`config.mk`:
```
export PLATFORM = sky130hd
export DESIGN_NAME = arvr_div
export DESIGN_NICKNAME = d
export VERILOG_FILES = /design/src/design/arvr_pkg.sv /design/src/design/arvr_div.sv
export SDC_FILE = /design/constraint.sdc
export NUM_CORES = 1
export LEC_CHECK = 0
export BUFFER_PORTS_ARGS = -buffer_cell sky130_fd_sc_hd__buf_2
export CAP_MARGIN = 20
export CELL_PAD_IN_SITES_DETAIL_PLACEMENT = 1
export CELL_PAD_IN_SITES_GLOBAL_PLACEMENT = 2
export CORE_AREA = 4 4 92 94
export CTS_BUF_LIST = sky130_fd_sc_hd__clkbuf_8
export DETAILED_ROUTE_END_ITERATION = 7
export DIE_AREA = 0 0 96 98
export PLACE_DENSITY = 0.8
export SLEW_MARGIN = 40
export SYNTH_ARGS = -nofsm -noshare
export SYNTH_HDL_FRONTEND = slang
export SYNTH_SLANG_ARGS = --single-unit
```
`constraint.sdc`:
```
create_clock -name clk -period 3 [get_ports clk]
set_input_delay 0.15 -clock clk [delete_from_list [all_inputs] [get_ports clk]]
set_output_delay 0.15 -clock clk [all_outputs]
set_load 0.1 [all_outputs]
```
`src/design/arvr_pkg.sv`:
```
// Package for the audio ring with output volume ramp.
// Widths, register indexes, opcodes, payload structs and the sequencer state type.
// No dependencies.
`default_nettype none
package arvr_pkg;

  localparam int RING_DEPTH = 4096;
  localparam int RING_AW    = $clog2(RING_DEPTH);
  localparam int MAX_BLOCK  = 1024;
  localparam int LEN_W      = 11;
  localparam int GAIN_W     = 7;
  localparam int SAMPLE_W   = 16;
  localparam int FULL_GAIN  = 100;
  localparam int DIV_W      = 22;
  localparam int DIV_CNT_W  = $clog2(DIV_W + 1);
  localparam int CFG_AW     = 1;
  localparam int CFG_DW     = 7;

  // 1/FULL_GAIN rounded up; exact floor for dividends below 2**DIV_W
  localparam int                RCP_SHIFT = DIV_W + 7;
  localparam int                RCP_W     = 23;
  localparam logic [RCP_W-1:0]  RCP_100   = RCP_W'((64'd1 << RCP_SHIFT) / FULL_GAIN + 1);

  localparam logic [CFG_AW-1:0] REG_VOLUME = 1'b0;
  localparam logic [CFG_AW-1:0] REG_MUTE   = 1'b1;

  localparam logic OP_PUSH = 1'b0;
  localparam logic OP_PULL = 1'b1;

  typedef struct packed {
    logic                       opcode;
    logic signed [SAMPLE_W-1:0] sample_in;
    logic                       block_start;
    logic [LEN_W-1:0]           block_len;
  } req_item_t;

  typedef struct packed {
    logic signed [SAMPLE_W-1:0] sample_out;
    logic                       push_accepted;
    logic                       from_ring;
    logic                       block_last;
  } rsp_item_t;

  typedef enum logic [2:0] {
    ST_IDLE,
    ST_RD,
    ST_GSTART,
    ST_GWAIT,
    ST_MUL,
    ST_SCALE,
    ST_DONE
  } state_t;

endpackage
`default_nettype wire

```
`src/design/arvr_div.sv`:
```
// Unsigned restoring divider, one quotient bit per cycle.
// Depends on arvr_pkg for widths.
`default_nettype none
module arvr_div (
  input  wire logic                          clk,
  input  wire logic                          rst,
  input  wire logic                          start,
  input  wire logic [arvr_pkg::DIV_W-1:0]    dividend,
  input  wire logic [arvr_pkg::LEN_W-1:0]    divisor,
  output logic                               done,
  output logic [arvr_pkg::DIV_W-1:0]         quotient
);

  logic                              running;
  logic [arvr_pkg::DIV_CNT_W-1:0]    cnt;
  logic [arvr_pkg::LEN_W-1:0]        rem;
  logic [arvr_pkg::LEN_W-1:0]        dsr;
  logic [arvr_pkg::LEN_W:0]          trial;
  logic                              fits;

  assign trial = {rem, quotient[arvr_pkg::DIV_W-1]};
  assign fits  = trial >= {1'b0, dsr};

  always_ff @(posedge clk) begin
    if (rst) begin
      running <= 1'b0;
      done    <= 1'b0;
      cnt     <= '0;
    end else begin
      done <= running && (cnt == arvr_pkg::DIV_CNT_W'(1));
      if (start) begin
        running <= 1'b1;
        cnt     <= arvr_pkg::DIV_CNT_W'(arvr_pkg::DIV_W);
      end else if (running) begin
        cnt <= cnt - arvr_pkg::DIV_CNT_W'(1);
        if (cnt == arvr_pkg::DIV_CNT_W'(1)) begin
          running <= 1'b0;
        end
      end
    end
  end

  always_ff @(posedge clk) begin
    if (start) begin
      rem      <= '0;
      dsr      <= divisor;
      quotient <= dividend;
    end else if (running) begin
      rem      <= fits ? arvr_pkg::LEN_W'(trial - {1'b0, dsr}) : trial[arvr_pkg::LEN_W-1:0];
      quotient <= {quotient[arvr_pkg::DIV_W-2:0], fits};
    end
  end

endmodule
`default_nettype wire

```
# Word level (Yosys, flattened, before mapping)
# Cells that the tools add are included.
# totals
register_bits,51
in_bits,36
out_inout_bits,23
elab_cells,22
# classes
add_sub_neg,2
magnitude_cmp,1
eq_ne,1
muxes,8
reduce_logical,3
# ops
op,n
$mux W22,2
$ge A12 B11 Y1,1
$mux W11,1
$sub A11 B11 Y11,1
$mux W5,2
$eq A5 B1 Y1 const B,1
$sub A5 B1 Y5 const B,1
$mux W1,3
$reduce_bool A2 Y1,1
$reduce_or A2 Y1,1
$logic_and A1 B1 Y1,1

# Depth between registers and ports, before layout
# Gate-level depths: netlist of run 1.
# depth
ltp_word,4
mapped_depth,10
ltp_nobuf,9

# Least setup slack after synthesis of run 1
# OpenSTA, ideal clock, no wires.
# synth_timing
path_type,register to register
startpoint,register quotient[21] (netlist name)
endpoint,register rem[0] (netlist name)
setup_ps,79
arrival_time_ps,2879
required_time_ps,2921
setup_slack_ps,42
path_stages_with_launch,10
n_path_buf,0
period_less_slack_ps,2958
path_cell_list,edfxtp_1 > inv_1 > ha_1 > fa_1 > nor2b_4 > o31a_1 > o21ai_4 > o21ai_2 > mux2_4 > a211oi_2
# synth_between
elab_chain_cells,2
# synth_rtl
element,line,text
from (decl),arvr_div.sv:11,output logic [arvr_pkg::DIV_W-1:0] quotient
from (signal assigned),arvr_div.sv:47,quotient <= dividend;
from (signal assigned),arvr_div.sv:50,"quotient <= {quotient[arvr_pkg::DIV_W-2:0], fits};"
$sub A11 B11 Y11 or $ge A12 B11 Y1 (tied branches),"arvr_div.sv:49, arvr_div.sv:22",
$mux W11 *,arvr_div.sv:49,"rem <= fits ? arvr_pkg::LEN_W'(trial - {1'b0, dsr}) : trial[arvr_pkg::LEN_W-1:0];"
to (signal assigned),arvr_div.sv:49,
to (decl),arvr_div.sv:16,logic [arvr_pkg::LEN_W-1:0] rem;
# Mark *: on every way between the ends. The rest lies on a longest branch, timed or not.
# A chain may end at the register's enable or synchronous reset.

# Final worst setup path of run 1
# layout_timing
startpoint,register quotient[21] (netlist name)
endpoint,register rem[10] (netlist name)
# Same word-level chain as after synthesis.

==> flow_summary_export.csv, run 1 <==
group,metric,value,unit
detailed_routing,vias,1923,
setup_path,start_kind,"flop",
pwr,power_density,604.3,mW/mm^2
synth,yosys-top-cells-area,"edfxtp_1, dfxtp_1, mux2_2",
detailed_routing,wire_per_inst,15.04,um
place,gp_congestion,0.7806,
global_route,grt_pass1_wl,10180,um
global_route,grt_antenna_before_repair,0,
sta,slew_violations,0,
detailed_routing,wl_met3,218,um
floorplan,core-area,0.007647,mm^2
run_status,outcome,"finished, final reports clean",
synth,synthTopCellsByCount,"edfxtp_1, nor2_1, mux2_2",
sta,fin_ws,0.4649,ns
synth,yosys_warnings,0,
setup_path,required,3.21,ns
cts,cts_hold_buf,0,
global_route,grt_max_degree,29,
layout,area_growth_syn_to_layout,17.91,%
setup_path,cp-end-kind,"flop",
cts,numCtsBuffers,5,
cts,cts_max_path_buffers,2,
detailed_routing,drtIter0Drc,71,
hold_path,worstHoldPathType,"primary input to flop",
place,placed_cells,384,
floorplan,fp.dieArea,0.009408,mm^2
sta,finalSetupTns,0,ns
cts,clock_sinks,51,
synth,synth_flop_cell,"edfxtp_1",
detailed_routing,totalWireLength,5897,um
sta,max_clock_freq,394.5,MHz
detailed_routing,routed.top_layer,"met4",
setup_path,crit_chain,"inv_1 -> ha_1 -> fa_1 -> nor2b_4 -> o31a_1 -> o21ai_4 -> o21ai_2 -> buf_4 -> o21ai_0 -> a311oi_1",
setup_path,slowest_stage,"fa_1",
cts,cts.htree.levels,2,
job,maxCapViolations,0,
detailed_routing,wl_met2,2873,um
cts,ctsRootBufferMaster,"clkbuf_8",
sta,fin_skew,0.007723,ns
synth,ys_types,48,
detailed_routing,met1_length,2708,um
global_route,grt-ovfl-total,0,
layout,drive_above_1_share,0.3517,
floorplan,die_w,96,um
synth,synthCells,230,
sta,slew_headroom,0.6426,
detailed_routing,via_per_inst,4.906,
cts,post_cts_buffers,0,
global_route,grt_pass1_vias,2068,
sta,finalHoldViolations,0,
synth,synth.net_count,280,
detailed_routing,ant_nets,0,
synth,async_flop_share,0,
floorplan,die_h,98,um
floorplan,num_io_pins,59,
synth,ys_seq_area_frac,0.5023,
floorplan,initial_core_util,0.3518,
pwr,vdd_drop_max,0.2398,mV
layout,final_cells,392,
pwr,p_leak,1.305,nW
sta,period_needed,2.535,ns
synth,syn_area,0.002690,mm^2
cts,clkTransAtPathRegs,0.10,ns
cts,insertion_delay,0.31,ns
synth,synth_edf_count,33,
floorplan,fp-row-count,32,
cts,cts-resized-gates,0,
synth,synth.top_cell.area_share,0.3684,
place,place_hpwl,4492,um
synth,synth.avg_cell_area,11.70,um^2
sta,finalCritPeriodShare,0.8450,
setup_path,arrival,2.75,ns
place,place_ws,0.4703,ns
synth,synth_seq_cells,51,
global_route,grtUsageTotal,0.1359,
place,place.port_buffers,58,
setup_path,critPathTopFamily,"compound AO/OA/AOI/OAI gates",
sta,finalSetupViolations,0,
pwr,p_total,1.917,mW
setup_path,crit_type,"flop to flop",
setup_path,worstPathMaxFanout,9,
setup_path,path_buf_inv,2,
detailed_routing,drt_first_pass_iters,4,
layout,diodes,0,
detailed_routing,drc,0,
synth,yosys.area.top_type,"edfxtp_1",
layout,finish.utilization,0.4148,
setup_path,max_stage_delay,0.45,ns
synth,synth_most_common_cell,"edfxtp_1",
sta,worstMarginPinSlew,0.5361,ns
cts,cts_tree,"built",
sta,rsz0062_at_grt,"no",
layout,layout.nets,339,
[sequential cells by signal, indices dropped and copies added (netlist names)]
signal	count
running	1
cnt	5
dsr	11
done	1
quotient	22
rem	11
[placed cells by master (no fill, tap or decap), types with 3 or more instances in the layout]
cell	instances
a211oi_1	7
a21oi_1	7
buf_2	58
buf_4	4
clkbuf_8	5
dfxtp_1	18
edfxtp_1	33
ha_1	13
inv_1	17
mux2_2	22
mux2i_1	6
nand2_1	8
nand2b_1	6
nor2_1	23
nor3_1	5
o211ai_1	3
o21ai_0	6
xnor2_1	8
[final timing paths]
kind	start	to	slack, ns	cells after the start
min reg2reg	rem[3]$_SDFFE_PP0P_	rem[3]$_SDFFE_PP0P_	0.51	2
max	quotient[21]$_DFFE_PP_	rem[10]$_SDFFE_PP0P_	0.46	10
min	divisor[2]	dsr[2]$_DFFE_PP_	0.01	1
max reg2reg	quotient[21]$_DFFE_PP_	rem[10]$_SDFFE_PP0P_	0.46	10
[kinds of logic after synthesis]
family	share of synthesized area
AO/OA/AOI/OAI	0.1014
XOR/XNOR	0.02930
buffers and inverters	0.04186
multiplexers	0.1200
AND/OR/NAND/NOR	0.1372
flip-flops	0.5023
adder cells (fa/ha/maj)	0.06791
[power breakdown]
group	switching (mW)	total, mW	internal, mW
clock network	0.233	0.394	0.162
logic	0.455	0.660	0.204
registers	0.0390	0.862	0.823
[layer usage]
| metal | vias to the layer above | global-route usage |
|---|---|---|
| met2 | 37 | 0.2177 |
| met5 | - | 0 |
| li1 | 956 | - |
| met3 | 7 | 0.03082 |
| met4 | 0 | 0.05252 |
| met1 | 923 | 0.1762 |
[stage by stage]
step / hold WS, ns / instance area, um^2
after floorplan: 0.2224 / 2690
after global placement: 0.3259 / 3085
after detailed placement: 0.3289 / 3085
after CTS: 0.0006129 / 3172
after global routing: 0.0002792 / 3172
final: 0.01370 / 3172
[cell type report]
class / instances / area, um^2
multi-input combinational: 153 / 1226
inverter: 16 / 60.06
clock inverter: 3 / 17.52
timing repair buffer: 62 / 320.3
tap: 102 / 127.6
clock buffer: 5 / 68.82
fill: 863 / 4476
sequential: 51 / 1351
Power figures use the tool's default switching activity.
==> run 2, diff against run 1 <==
- clock period: 3 -> 2.5 ns (I/O delays scaled with it)
==> run 2 against run 1 <==
Against the previous run:
- total power increased by 30%
- global-route usage down 0.28 points
- combinational power rose by 28%
- routed wire length up 2.4%
- sequential share of layout area fell by 2.9 points
- sequential power increased by 21%
- count of clock-buffer cells in the layout unchanged
- non-clock buffer count up 20
- utilization up 3.0 points
- critical path type unchanged
- critical endpoint is now rem[0]$_SDFFE_PP0P_
- largest power group unchanged
==> flow_summary_export.csv, run 2 (synthesized netlist as in run 1, its figures left out) <==
group,metric,value,unit
cts,ctsRootBufferMaster,"clkbuf_8",
layout,largest_register_ffs,22,
sta,slew_headroom,0.6419,
global_route,grt_antenna_before_repair,0,
pwr,vdd_drop_max,0.3134,mV
pwr,p_leak,1.408,nW
run_status,outcome,"finished, final reports clean",
cts,clkTransAtPathRegs,0.11,ns
setup_path,start_kind,"flop",
cts,numCtsBuffers,5,
pwr,clkPwrFrac,0.247,
global_route,grt_max_degree,23,
floorplan,die_h,98,um
setup_path,max_stage_delay,0.37,ns
cts,cts_tree,"built",
detailed_routing,via_per_inst,4.820,
setup_path,worstPathMaxFanout,9,
sta,rsz0062_at_grt,"no",
sta,max_clock_freq,433.2,MHz
setup_path,crit_type,"flop to flop",
layout,top_regs,"quotient: 22 flops, dsr: 11 flops, rem: 11 flops",
pwr,internal_power,1.582,mW
setup_path,arrival,2.56,ns
sta,fin_skew,0.008962,ns
setup_path,crit_chain,"inv_1 -> ha_2 -> fa_2 -> nor2b_4 -> o31a_1 -> o21ai_4 -> o21ai_4 -> mux2_4 -> a211oi_2",
detailed_routing,drt_first_pass_iters,4,
sta,period_needed,2.308,ns
cts,insertion_delay,0.31,ns
floorplan,initial_core_util,0.3518,
sta,holdWs,0.06220,ns
pwr,p_switching,0.9174,mW
pwr,pwr-share-seq,0.415,
detailed_routing,vias,1986,
place,place_hpwl,4465,um
detailed_routing,drtIter0Drc,65,
cts,cts_max_path_buffers,2,
floorplan,die_w,96,um
layout,mostFrequentLayoutCell,"buf_2",
detailed_routing,drc,0,
global_route,grtUsageTotal,0.1331,
sta,fin_ws,0.1917,ns
layout,drive_above_1_share,0.3742,
hold_path,worstHoldPathType,"primary input to flop",
place,place_ws,0.06148,ns
sta,finalSetupTns,0,ns
pwr,power_frac_comb,0.338,
sta,worstMarginPinSlew,0.5371,ns
layout,regMostFlops,"quotient",
setup_path,critPathTopFamily,"compound AO/OA/AOI/OAI gates",
layout,seq_area,0.001351,mm^2
setup_path,path_common_cell,"o21ai_4",
setup_path,slowest_stage,"fa_2",
detailed_routing,ant_nets,0,
layout,layout.nets,359,
sta,slew_violations,0,
place,place.port_buffers,58,
pwr,power_density,734.2,mW/mm^2
layout,area_growth_syn_to_layout,26.56,%
sta,finalCritPeriodShare,0.9233,
floorplan,fp-row-count,32,
place,gp_congestion,0.7651,
floorplan,core-area,0.007647,mm^2
layout,diodes,0,
global_route,grt_pass1_wl,9873,um
cts,cts.htree.levels,2,
global_route,grt-ovfl-total,0,
layout,multiInputGateArea,0.001251,mm^2
pwr,p_sw_frac,0.3670,
layout,nFillCells,841,
setup_path,required,2.75,ns
global_route,grt_pass1_vias,2077,
sta,finalHoldViolations,0,
job,maxCapViolations,0,
detailed_routing,wire_per_inst,14.65,um
setup_path,cp-end-kind,"flop",
layout,final_cell_mix,"buf_2, edfxtp_1, nor2_1",
setup_path,path_buf_inv,1,
floorplan,fp.dieArea,0.009408,mm^2
sta,finalSetupViolations,0,
floorplan,num_io_pins,59,
cts,clock_sinks,51,
detailed_routing,totalWireLength,6037,um
==> run 2: area by class of cell <==
type / count / share of cell area
tap: 102 / 0.03749
sequential: 51 / 0.3969
clock inverter: 3 / 0.01397
clock buffer: 5 / 0.02021
multi-input combinational: 153 / 0.3675
timing repair buffer: 82 / 0.1463
inverter: 16 / 0.01764
==> run 2: worst paths after layout <==
check / startpoint / slack (ns) / endpoint / cells past startpoint
hold reg to reg: rem[10]$_SDFFE_PP0P_ / 0.51 / rem[10]$_SDFFE_PP0P_ / 2
setup / recovery: quotient[21]$_DFFE_PP_ / 0.19 / rem[0]$_SDFFE_PP0P_ / 9
hold / removal: rst / 0.06 / cnt[2]$_SDFFE_PP0P_ / 2
setup reg to reg: quotient[21]$_DFFE_PP_ / 0.19 / rem[0]$_SDFFE_PP0P_ / 9
==> run 2: power by group through the flow <==
stage / Combinational [mW] / Clock, mW / Sequential, mW
finish: 0.845 / 0.618 / 1.04
global route: 0.908 / 0.668 / 1.05
CTS: 0.827 / 0.635 / 1.04
detailed placement: 0.811 / 0 / 1.06
global placement: 0.801 / 0 / 1.06
floorplan: 0.383 / 0 / 1.33
==> run 2: repair_timing <==
action | in CTS | in global routing
hold endpoints to repair | 11 | 0
resized for setup | 0 | 0
buffers inserted | 0 | 6
hold buffers | 11 | 0
endpoints found under the setup margin | 0 | 7
==> run 2: per-stage QoR <==
| step | utilization | cells | total power, mW | area [um^2] |
|---|---|---|---|---|
| global placement | 0.4097 | 387 | 1.857 | 3133 |
| CTS | 0.4393 | 406 | 2.501 | 3359 |
| detailed placement | 0.4097 | 387 | 1.867 | 3133 |
| finish | 0.4452 | 412 | 2.500 | 3405 |
| floorplan | - | 230 | 1.709 | 2715 |
| global route | 0.4452 | 412 | 2.625 | 3405 |
==> run 2: layer usage <==
layer  track usage  wire (um)  vias up
met4       0.03939         68        0
li1              -          -      991
met2        0.2177       2959       26
met5             0          0        -
met3       0.03621        207        5
met1        0.1700       2802      964
==> run 2: worst register-to-register path: cells and delay by family (launching register included) <==
family	cells	cell delay, ns
adders and majority gates	2	0.57
buffers and inverters	1	0.06
muxes	1	0.34
DFF	1	0.35
and+or+nand+nor	1	0.12
AOI/OAI and AO/OA	4	0.81
